## src/rtl/bfh_pkg.sv

```systemverilog
`default_nettype none
package bfh_pkg;
  localparam int unsigned CfgW  = 11;
  localparam int unsigned ByteW = 8;

  typedef enum logic [3:0] {
    ST_CLEAR,
    ST_IDLE,
    ST_REDUCE,
    ST_PROBE_ADDR,
    ST_PROBE_WAIT,
    ST_PROBE_CHK,
    ST_SET,
    ST_OUT
  } bfh_state_t;

  // controller -> datapath
  typedef struct packed {
    logic       load_byte;
    logic       reduce_step;
    logic       clear_key;
    logic       probe_rd;
    logic       probe_chk;
    logic       set_wr;
    logic       idx_inc;
    logic       idx_clr;
    logic       out_load;
  } bfh_cmd_t;

  // datapath -> controller
  typedef struct packed {
    logic       clr_busy;
    logic       reduce_done;
    logic       idx_last;
    logic       is_last;
    logic       do_set;
  } bfh_sts_t;
endpackage
`default_nettype wire

```

## src/rtl/bfh_in_if.sv

```systemverilog
`default_nettype none
interface bfh_in_if;
  logic       valid;
  logic       ready;
  logic       action;
  logic [7:0] key_byte;
  logic       key_last;
  modport source (output valid, action, key_byte, key_last, input ready);
  modport sink   (input valid, action, key_byte, key_last, output ready);
endinterface
`default_nettype wire

```

## src/rtl/bfh_out_if.sv

```systemverilog
`default_nettype none
interface bfh_out_if;
  logic valid;
  logic ready;
  logic was_present;
  logic inserted;
  modport source (output valid, was_present, inserted, input ready);
  modport sink   (input valid, was_present, inserted, output ready);
endinterface
`default_nettype wire

```

## src/rtl/bfh_ctrl.sv

```systemverilog
`default_nettype none
module bfh_ctrl (
  input  wire logic          clk,
  input  wire logic          rst_n,
  input  wire logic          in_fire,
  input  wire logic          out_free,
  input  wire bfh_pkg::bfh_sts_t sts,
  output bfh_pkg::bfh_cmd_t  cmd,
  output logic               in_ready
);
  import bfh_pkg::*;

  bfh_state_t state_r, state_nxt;

  // hold state
  always_ff @(posedge clk) begin
    if (!rst_n) state_r <= ST_CLEAR;
    else        state_r <= state_nxt;
  end

  // next state
  always_comb begin
    state_nxt = state_r;
    unique case (state_r)
      ST_CLEAR:      if (!sts.clr_busy) state_nxt = ST_IDLE;
      ST_IDLE:       if (in_fire) state_nxt = ST_REDUCE;
      ST_REDUCE:     if (sts.reduce_done) state_nxt = sts.is_last ? ST_PROBE_ADDR : ST_IDLE;
      ST_PROBE_ADDR: state_nxt = ST_PROBE_WAIT;
      ST_PROBE_WAIT: state_nxt = ST_PROBE_CHK;
      ST_PROBE_CHK:  state_nxt = sts.idx_last ? ST_SET : ST_PROBE_ADDR;
      ST_SET:        if (!sts.do_set || sts.idx_last) state_nxt = ST_OUT;
      ST_OUT:        if (out_free) state_nxt = ST_IDLE;
      default:       state_nxt = ST_IDLE;
    endcase
  end

  // drive commands
  always_comb begin
    cmd = '0;
    in_ready = 1'b0;
    unique case (state_r)
      ST_CLEAR: ;
      ST_IDLE: begin
        in_ready = 1'b1;
        cmd.load_byte = in_fire;
        cmd.idx_clr = 1'b1;
      end
      ST_REDUCE:     cmd.reduce_step = 1'b1;
      ST_PROBE_ADDR: cmd.probe_rd = 1'b1;
      ST_PROBE_WAIT: ;
      ST_PROBE_CHK: begin
        cmd.probe_chk = 1'b1;
        cmd.idx_inc = !sts.idx_last;
        cmd.idx_clr = sts.idx_last;
      end
      ST_SET: begin
        cmd.set_wr = sts.do_set;
        cmd.idx_inc = 1'b1;
      end
      ST_OUT: begin
        cmd.out_load = out_free;
        cmd.clear_key = out_free;
      end
      default: ;
    endcase
  end
endmodule
`default_nettype wire

```

## src/rtl/bfh_dp.sv

```systemverilog
`default_nettype none
module bfh_dp #(
  parameter int unsigned MAX_BITS = 1024
) (
  input  wire logic                 clk,
  input  wire logic                 rst_n,
  input  wire logic                 cfg_we,
  input  wire logic [10:0]          cfg_wdata,
  input  wire logic                 in_action,
  input  wire logic [7:0]           in_key_byte,
  input  wire logic                 in_key_last,
  input  wire bfh_pkg::bfh_cmd_t    cmd,
  output bfh_pkg::bfh_sts_t         sts,
  output logic                      res_present,
  output logic                      res_inserted
);
  import bfh_pkg::*;

  localparam int unsigned AW = (MAX_BITS > 1) ? $clog2(MAX_BITS) : 1;
  // hash values live below M <= MAX_BITS; one spare bit for sums
  localparam int unsigned HW = AW + 1;
  localparam int unsigned PW = 2 * HW + ByteW;

  logic [CfgW-1:0] size_r;
  logic [HW-1:0]   mod_w;
  logic [HW-1:0]   h_r [4];
  logic [HW-1:0]   p19_r, p7_r;
  logic [7:0]      first_r;
  logic            start_r, act_r, last_r;
  logic [PW-1:0]   acc_r [6];
  logic [PW-1:0]   red_w [6];
  logic [$clog2(PW+1)-1:0] sh_r;
  logic [1:0]      idx_r;
  logic            present_r;
  logic            mem [MAX_BITS];
  logic            rd_r;
  logic [AW-1:0]   addr_w;
  logic [AW-1:0]   clr_r;
  logic            clr_busy_r;

  // clamp the configured size
  always_comb begin
    if (size_r == '0) mod_w = HW'(1);
    else if ({21'd0, size_r} > 32'(MAX_BITS)) mod_w = HW'(MAX_BITS);
    else mod_w = HW'(size_r);
  end

  always_ff @(posedge clk) begin
    if (!rst_n)       size_r <= CfgW'(1024);
    else if (cfg_we)  size_r <= cfg_wdata;
  end

  // reduce six raw values by shift-and-subtract, one bit per cycle
  logic [PW-1:0] msh_w;
  assign msh_w = PW'(mod_w) << sh_r;
  assign sts.reduce_done = (sh_r == '0);

  always_comb begin
    for (int k = 0; k < 6; k++)
      red_w[k] = (acc_r[k] >= msh_w) ? acc_r[k] - msh_w : acc_r[k];
  end

  always_ff @(posedge clk) begin
    if (!rst_n) begin
      start_r <= 1'b1;
      h_r[0] <= '0; h_r[1] <= HW'(1); h_r[2] <= HW'(7); h_r[3] <= HW'(3);
      p19_r <= HW'(1); p7_r <= HW'(1); first_r <= '0;
      sh_r <= '0;
    end else if (cmd.load_byte) begin
      // form raw sums; operands are already below M
      acc_r[0] <= PW'(h_r[0]) + PW'(in_key_byte);
      acc_r[1] <= PW'(h_r[1]) + PW'(in_key_byte) * PW'(p19_r);
      acc_r[2] <= PW'(h_r[2]) * PW'(31) + PW'(in_key_byte);
      acc_r[3] <= (PW'(h_r[3]) << 3)
                + PW'(start_r ? in_key_byte : first_r) * PW'(p7_r);
      acc_r[4] <= PW'(p19_r) * PW'(19);
      acc_r[5] <= PW'(p7_r) * PW'(7);
      if (start_r) first_r <= in_key_byte;
      start_r <= 1'b0;
      act_r <= in_action;
      last_r <= in_key_last;
      sh_r <= ($bits(sh_r))'(PW - HW);
    end else if (cmd.reduce_step) begin
      for (int k = 0; k < 6; k++) acc_r[k] <= red_w[k];
      if (sh_r == '0) begin
        for (int k = 0; k < 4; k++) h_r[k] <= red_w[k][HW-1:0];
        p19_r <= red_w[4][HW-1:0];
        p7_r  <= red_w[5][HW-1:0];
      end else begin
        sh_r <= sh_r - 1'b1;
      end
    end else if (cmd.clear_key) begin
      start_r <= 1'b1;
      h_r[0] <= '0; h_r[1] <= HW'(1); h_r[2] <= HW'(7); h_r[3] <= HW'(3);
      p19_r <= HW'(1); p7_r <= HW'(1); first_r <= '0;
    end
  end

  // final hashes reduced again under the present size
  logic [HW-1:0] hsel_w;
  assign hsel_w = h_r[idx_r];
  assign addr_w = (hsel_w >= mod_w) ? AW'(hsel_w - mod_w) : AW'(hsel_w);
  assign sts.idx_last = (idx_r == 2'd3);
  assign sts.is_last = last_r;
  assign sts.do_set = act_r && !present_r;
  assign sts.clr_busy = clr_busy_r;

  // walk the store once after reset, one address per cycle
  always_ff @(posedge clk) begin
    if (!rst_n) begin
      clr_r <= '0;
      clr_busy_r <= 1'b1;
    end else if (clr_busy_r) begin
      if (clr_r == AW'(MAX_BITS - 1)) clr_busy_r <= 1'b0;
      clr_r <= clr_r + 1'b1;
    end
  end

  // store read and write
  always_ff @(posedge clk) begin
    if (cmd.probe_rd) rd_r <= mem[addr_w];
    if (clr_busy_r)       mem[clr_r] <= 1'b0;
    else if (cmd.set_wr)  mem[addr_w] <= 1'b1;
  end

  always_ff @(posedge clk) begin
    if (!rst_n) begin
      idx_r <= '0;
      present_r <= 1'b1;
    end else begin
      if (cmd.idx_clr && !cmd.probe_chk) present_r <= 1'b1;
      if (cmd.probe_chk && !rd_r) present_r <= 1'b0;
      if (cmd.idx_clr)      idx_r <= '0;
      else if (cmd.idx_inc) idx_r <= idx_r + 1'b1;
    end
  end

  // hold result word
  always_ff @(posedge clk) begin
    if (cmd.out_load) begin
      res_present  <= present_r;
      res_inserted <= act_r && !present_r;
    end
  end
endmodule
`default_nettype wire

```

## src/rtl/bloom_filter_four_hash_core.sv

```systemverilog
// channel | dir | handshake     | word
// in      | in  | valid/ready   | action, key_byte, key_last
// out     | out | valid/ready   | was_present, inserted
// cfg     | in  | we only       | table_size (11 bits)
// Each byte is accepted in the idle state and then goes through the bit-serial
// modulo reduction of the six running values; no new byte is taken meanwhile.
// A last byte adds four store probes (address, wait and check states), a set
// state that writes the four bits only for an insert, and an output state.
// Reset is synchronous; a clearing pass then zeroes the store.
// A result word waits in a register; a stalled output holds the controller.
`default_nettype none
module bloom_filter_four_hash_core #(
  parameter int unsigned MAX_BITS = 1024
) (
  input  wire logic        clk,
  input  wire logic        rst_n,
  input  wire logic        cfg_we,
  input  wire logic [10:0] cfg_wdata,
  bfh_in_if.sink           in_ch,
  bfh_out_if.source        out_ch
);
  import bfh_pkg::*;

  bfh_cmd_t cmd;
  bfh_sts_t sts;
  logic     in_fire, out_free, ovld_r, pres_w, ins_w;

  assign in_fire  = in_ch.valid && in_ch.ready;
  assign out_free = !ovld_r || out_ch.ready;

  bfh_ctrl u_ctrl (
    .clk, .rst_n, .in_fire, .out_free, .sts, .cmd, .in_ready(in_ch.ready)
  );

  bfh_dp #(.MAX_BITS(MAX_BITS)) u_dp (
    .clk, .rst_n, .cfg_we, .cfg_wdata,
    .in_action(in_ch.action), .in_key_byte(in_ch.key_byte),
    .in_key_last(in_ch.key_last), .cmd, .sts,
    .res_present(pres_w), .res_inserted(ins_w)
  );

  // advance output valid
  always_ff @(posedge clk) begin
    if (!rst_n)            ovld_r <= 1'b0;
    else if (cmd.out_load) ovld_r <= 1'b1;
    else if (out_ch.ready) ovld_r <= 1'b0;
  end

  assign out_ch.valid       = ovld_r;
  assign out_ch.was_present = pres_w;
  assign out_ch.inserted    = ins_w;
endmodule
`default_nettype wire

```

## src/flat_wrapper.sv

```systemverilog
// flat-port wrapper written by rule: the top's interface ports become plain ports
module bloom_filter_four_hash_core_flat import bfh_pkg::*;
#(
  parameter int unsigned MAX_BITS = 1024
)
  (clk, rst_n, cfg_we, cfg_wdata, in_ch_valid, in_ch_action, in_ch_key_byte, in_ch_key_last, in_ch_ready, out_ch_valid, out_ch_was_present, out_ch_inserted, out_ch_ready);
  bfh_in_if in_ch_i ();
  bfh_out_if out_ch_i ();
  input  wire logic clk;
  input  wire logic rst_n;
  input  wire logic cfg_we;
  input  wire logic [10:0] cfg_wdata;
  input wire logic [$bits(in_ch_i.valid)-1:0] in_ch_valid;
  input wire logic [$bits(in_ch_i.action)-1:0] in_ch_action;
  input wire logic [$bits(in_ch_i.key_byte)-1:0] in_ch_key_byte;
  input wire logic [$bits(in_ch_i.key_last)-1:0] in_ch_key_last;
  output wire logic [$bits(in_ch_i.ready)-1:0] in_ch_ready;
  output wire logic [$bits(out_ch_i.valid)-1:0] out_ch_valid;
  output wire logic [$bits(out_ch_i.was_present)-1:0] out_ch_was_present;
  output wire logic [$bits(out_ch_i.inserted)-1:0] out_ch_inserted;
  input wire logic [$bits(out_ch_i.ready)-1:0] out_ch_ready;
  assign in_ch_i.valid = in_ch_valid;
  assign in_ch_i.action = in_ch_action;
  assign in_ch_i.key_byte = in_ch_key_byte;
  assign in_ch_i.key_last = in_ch_key_last;
  assign in_ch_ready = in_ch_i.ready;
  assign out_ch_valid = out_ch_i.valid;
  assign out_ch_was_present = out_ch_i.was_present;
  assign out_ch_inserted = out_ch_i.inserted;
  assign out_ch_i.ready = out_ch_ready;
  bloom_filter_four_hash_core #(.MAX_BITS(MAX_BITS)) u_core (.clk(clk), .rst_n(rst_n), .cfg_we(cfg_we), .cfg_wdata(cfg_wdata), .in_ch(in_ch_i), .out_ch(out_ch_i));
endmodule
```

## config.mk

```make
export PLATFORM = sky130hd
export DESIGN_NAME = bloom_filter_four_hash_core_flat
export DESIGN_NICKNAME = d
export VERILOG_FILES = /design/src/rtl/bfh_pkg.sv /design/src/rtl/bfh_in_if.sv /design/src/rtl/bfh_out_if.sv /design/src/rtl/bfh_ctrl.sv /design/src/rtl/bfh_dp.sv /design/src/rtl/bloom_filter_four_hash_core.sv /design/src/flat_wrapper.sv
export SDC_FILE = /design/constraint.sdc
export NUM_CORES = 2
export LEC_CHECK = 0
export BUFFER_PORTS_ARGS = -buffer_cell sky130_fd_sc_hd__buf_2
export CAP_MARGIN = 5
export CELL_PAD_IN_SITES_DETAIL_PLACEMENT = 1
export CELL_PAD_IN_SITES_GLOBAL_PLACEMENT = 1
export CORE_MARGIN = 2
export CORE_UTILIZATION = 50
export DETAILED_ROUTE_END_ITERATION = 7
export PLACE_DENSITY = 0.79
export SLEW_MARGIN = 20
export SYNTH_ARGS = -nofsm -noshare
export SYNTH_HDL_FRONTEND = slang
export SYNTH_SLANG_ARGS = --single-unit
```

## constraint.sdc

```tcl
create_clock -name clk -period 37.9 [get_ports clk]
set_clock_uncertainty 0.15 [all_clocks]
set_input_delay 3.79 -clock clk [delete_from_list [all_inputs] [get_ports clk]]
set_output_delay 3.79 -clock clk [all_outputs]
set_load 0.01 [all_outputs]
```

==> metrics.md <==
| Metric | Value |
|---|---|
| Final number of setup-violating endpoints | 0 |
| Fraction of the mapped netlist area in compound gates | 8.282% |
| Parity-gate share of the synthesized area counting xor and xnor cells | 2.683% |
| Largest net degree at the start of global routing | roughly 270 |
| Final Hold Slack | 0.3375 ns |
| Slowest cell on crit path | sky130_fd_sc_hd__mux2i_1 |
| Share of post-route cells with drive strength above 1 | under 10% |
| Routed len/inst | about 28 microns |
| Vertical extent of the die | 393.2 microns |
| Power Density | a little under 40 nW/um^2 |
| Via count | 56190 |
| Starting density of the core | 50.45% |
| DIE WIDTH | approximately 390 microns |
| HPWL Detailed | between 150000 and 200000 microns |
| Top fanout value on the critical path | 15 |
| Share of synthesized cell area in full adder, half adder and majority cells | 10.94% |
| Number of I/O pins | 30 |
| Post-Synthesis Cells | 6982 |
| Crit path max-delay family | adder cells |
| Fill count | around 16000 |
| R2r startpoint | u_core.u_dp.size_r[7] |
| Main flop type after synthesis | sky130_fd_sc_hd__edfxtp_1 |
| Post-CTS repair timing setup buffer count | 0 |
| Number of distinct library cells after synthesis | a little under 90 |
| Area of the core | between 150000 and 200000 sq um |
| Sequential cell area in the final layout | 38750 sq um |
| Minimum clock period | roughly 9.2 ns |
| Gr usage total | 32.88% |
| Clock Root Buffer | sky130_fd_sc_hd__clkbuf_16 |
| Worst r2r path cells | 19 |
| Highest achievable clock rate | 0.1089 GHz |
| Worst EP required | approximately 38 ns |
| Main combinational cell family by area after synthesis | simple AND/OR/NAND/NOR gates |
| Max H-tree Level | 4 |
| Wire length of the first global-routing pass | around 380000 microns |
| Number of flops mapped to enable cells by yosys | around 1200 |
| Actual slew at the worst max-slew pin | between 1 and 1.5 ns |
| GRT Residual Overflow | 0 |
| Post-DR vias/cell | ~6.3 |
| Net count, final | 7418 |
| Remaining routing DRC violations | 0 |
| Peak ir drop on the vdd network | around 0.045 mV |
| Share of synthesized cell area in and, or, nand and nor gates | between 15 and 20% |
| Clock edge transition at the registers on the reported setup and hold paths | roughly 0.06 ns |
| Number of buffers added to fix hold violations after cts | 0 |
| Startpoint of the worst hold path | u_core.u_dp.first_r[0] |
| Final critical-path setup slack | about 29 ns |
| Worst min path class | flip-flop to flip-flop |
| Asr flop ratio synth | 0% |
| Number of DRC markers after the initial detailed-route iteration | 5343 |
| Net count after synthesis | about 7600 |
| Endpoint of the worst register-to-register path | u_core.u_dp.acc_r[1][17] |
| Total Die Area | 154600 sq um |
| Final cycle utilization of the critical path | between 20% and 30% |
| Pre-Repair DR Iteration Count | 5 |
| Final hold viol count | 0 |
| WP depth | 22 |
| Routed Wire Length | about 250000 microns |
| Std-Cell Rows | roughly 140 |
| Later-pin clock latency in the skew report | roughly 0.84 ns |
| Area of the mapped netlist | around 76000 sq um |
| Total leakage power | between 20 and 30 nW |
| Internal power of the cells | around 0.0024 W |
| Final TNS setup | 0 ns |
| CP startpoint kind | input port |
| Yosys warning count | 0 |
| Cts repair resizes | 0 |
| Overall power | roughly 0.0032 W |
| Portion of netlist area occupied by mux cells | 6.757% |
| Port-buffer cells | 29 |
| Class of the most critical setup path | input port to flip-flop |
| Power dissipated by switching net loads | around 0.00077 W |
| Pre-CTS setup slack | 27.85 ns |
| Clock net sink count | 1320 |
| Area overhead of the layout relative to synthesis | 8.959% |
| Worst path buffer plus inverter count | 3 |
| Cells traversed along the worst timing path | buf_2 > mux2i_1 > nor2b_1 > fa_1 > inv_1 > fa_1 > fa_1 > fa_1 > inv_1 > ha_1 > a21oi_1 > o21ai_0 > a21oi_1 > nor2b_1 > o21ai_0 > a21oi_1 > nor4_1 > o41ai_1 > a21o_1 > a21oi_1 > xor2_1 > o22ai_1 |
| Final count of pins violating max slew | 0 |
| Switch share | 23.97% |
| Antenna violations before repair | 6 |
| Part of the power in the clock network | 44.6% |
| TritonCTS clock tree | yes |
| Synth Register Bits | roughly 1300 |
| Headroom to the max-slew limit | between 10% and 20% |
| Endpoint class of the critical path | flip-flop |
| Footprint of the multi-input gates | between 30000 and 40000 sq um |
| Sequential-to-total area share from yosys stat | between 50% and 60% |
| Critical path's largest stage delay | between 0.9 and 1 ns |
| Number of CTS-inserted buffers | between 100 and 150 |
| Final ANT Viol Nets | 0 |
| Max-cap viol count | 0 |
| Fraction of power consumed by combinational cells | a little over 6% |
| Final weighted congestion of routability-driven global placement | between 0.9 and 1 |
| Worst Hold Endpoint | u_core.u_dp.first_r[0] |
| Maximum root-to-sink buffer count | 3 |
| Reg2reg setup slack | 29.58 ns |
| Mean Syn Cell Area | between 10 and 15 sq um |
| Setup repair after global routing missed its margin | false |
| Part of the power in registers | between 40 and 50% |
| Critical path data arrival time | 9.56 ns |
| Hold path depth | 2 |
| Run status | complete, no violations |
| Number of global-route vias before repair | 59210 |
[worst register-to-register path: stages (launching register included)]
cell and delay, ns:
sky130_fd_sc_hd__dfxtp_1 0.40, sky130_fd_sc_hd__nor4_1 0.34, sky130_fd_sc_hd__a31oi_1 0.28, sky130_fd_sc_hd__nor2_1 0.53, sky130_fd_sc_hd__a21oi_1 0.27, sky130_fd_sc_hd__a21oi_1 0.37, sky130_fd_sc_hd__a21oi_1 0.16, sky130_fd_sc_hd__nand2b_1 0.71
sky130_fd_sc_hd__ha_1 0.67, sky130_fd_sc_hd__and4_1 0.26, sky130_fd_sc_hd__a221o_1 0.35, sky130_fd_sc_hd__a41o_1 0.25, sky130_fd_sc_hd__a21oi_2 0.16, sky130_fd_sc_hd__a21oi_1 0.22, sky130_fd_sc_hd__a211o_1 0.33, sky130_fd_sc_hd__a21o_1 0.21
sky130_fd_sc_hd__a21o_1 0.18, sky130_fd_sc_hd__a211o_1 0.67, sky130_fd_sc_hd__nand2_1 0.61, sky130_fd_sc_hd__nand2_1 0.70
[routing by layer]
layer | track usage [%] | up-vias | share of wire (%)
li1 | - | 24340 | -
met1 | 40.28 | 28670 | 38
met2 | 54.43 | 2463 | 48
met3 | 5.701 | 713 | 7.8
met4 | 20.01 | 4 | 6.9
met5 | 0 | - | 0.011
[cell families (layout without fill, tap and decap cells)]
group           Yosys count  in the layout
flops                  1320           1320
mux                     295            295
other cells               0              4
compound gates          972            972
fa+ha+maj               547            547
simple gates           2831           2831
xor+xnor                232            232
buf+inv                 785            766
[power by group through the flow]
stage / sequential, W / combinational, W / clock [W]
6_report: 0.00158 / 0.000194 / 0.00143
5_1_grt: 0.00158 / 0.000209 / 0.00149
4_1_cts: 0.00158 / 0.000192 / 0.00144
3_5_place_dp: 0.00161 / 0.000189 / 0
3_3_place_gp: 0.00161 / 0.000182 / 0
2_1_floorplan: 0.00161 / 0.000127 / 0
[synth_stat cells (all sizes together), types with 38 or more instances]
master,count,area [sq um]
buf,149,884.6
clkbuf,284,1067
inv,347,1303
mux4,171,3851
ha,355,4442
nand4,59,369.1
o21ai,219,1096
xnor2,147,1287
a21o,112,840.8
dfxtp,89,1782
fa,192,3844
xor2,85,744.5
nand2b,66,412.9
nor2,1348,5079
and2,55,344.1
nor3,53,276.5
mux2i,104,1041
nor2b,74,462.9
nand3,278,1391
a31oi,38,244.0
a21oi,269,1365
edfxtp,1231,36970
nand2,797,2992
[final cells by class]
cell class | count | area share (%)
multi-input combinational | 4877 | 41.28
tap | 2016 | 3.057
clock inverter | 77 | 0.9840
inverter | 352 | 1.610
antenna | 4 | 0.01213
sequential | 1320 | 46.95
timing repair buffer | 148 | 1.328
clock buffer | 189 | 4.775
[metrics by stage]
step | utilization, % | instance area [sq um] | cells
2_1_floorplan | - | 75740 | 6982
3_3_place_gp | 51.72 | 77650 | 8712
3_5_place_dp | 51.73 | 77670 | 8713
4_1_cts | 54.90 | 82420 | 8979
5_1_grt | 54.96 | 82520 | 8982
6_report | 54.97 | 82520 | 8983
[cells in the final DEF, fill, tap and decap left out, types with 61 or more instances in the layout]
| cell type | instances |
|---|---|
| sky130_fd_sc_hd__nor2_1 | 1342 |
| sky130_fd_sc_hd__edfxtp_1 | 1231 |
| sky130_fd_sc_hd__nand2_1 | 736 |
| sky130_fd_sc_hd__ha_1 | 355 |
| sky130_fd_sc_hd__inv_1 | 347 |
| sky130_fd_sc_hd__nand3_1 | 277 |
| sky130_fd_sc_hd__a21oi_1 | 262 |
| sky130_fd_sc_hd__fa_1 | 192 |
| sky130_fd_sc_hd__o21ai_0 | 186 |
| sky130_fd_sc_hd__mux4_2 | 171 |
| sky130_fd_sc_hd__clkbuf_16 | 150 |
| sky130_fd_sc_hd__xnor2_1 | 147 |
| sky130_fd_sc_hd__buf_4 | 113 |
| sky130_fd_sc_hd__a21o_1 | 110 |
| sky130_fd_sc_hd__mux2i_1 | 102 |
| sky130_fd_sc_hd__dfxtp_1 | 89 |
| sky130_fd_sc_hd__xor2_1 | 85 |
| sky130_fd_sc_hd__nor2b_1 | 74 |
| sky130_fd_sc_hd__nand2b_1 | 65 |
| sky130_fd_sc_hd__nand2_2 | 61 |
[worst max-delay path by stage]
stage | startpoint | end | slack, ns
final | in_ch_key_byte[4] | u_core.u_dp.acc_r[3][19] | 28.72
after global routing | in_ch_key_byte[4] | u_core.u_dp.acc_r[3][19] | 28.26
after CTS | in_ch_key_byte[3] | u_core.u_dp.acc_r[3][19] | 28.70
after detailed placement | in_ch_key_byte[3] | u_core.u_dp.acc_r[3][19] | 27.85
after global placement | in_ch_key_byte[2] | u_core.u_dp.acc_r[3][19] | 27.87
after floorplan | u_core.u_ctrl.state_r[0] | u_core.u_dp.mem[640] | 21.45
[sequential cells by signal, indices dropped and copies added (netlist names), 8 cells and up, named ones only]
register and cells:
u_core.u_dp.h_r 44, u_core.u_dp.p7_r 11, u_core.u_dp.p19_r 11, u_core.u_dp.acc_r 180, u_core.u_dp.first_r 8, u_core.u_dp.mem 1024
u_core.u_dp.clr_r 10, u_core.u_dp.size_r 11
Note: power is estimated with default switching activity, not from simulation.
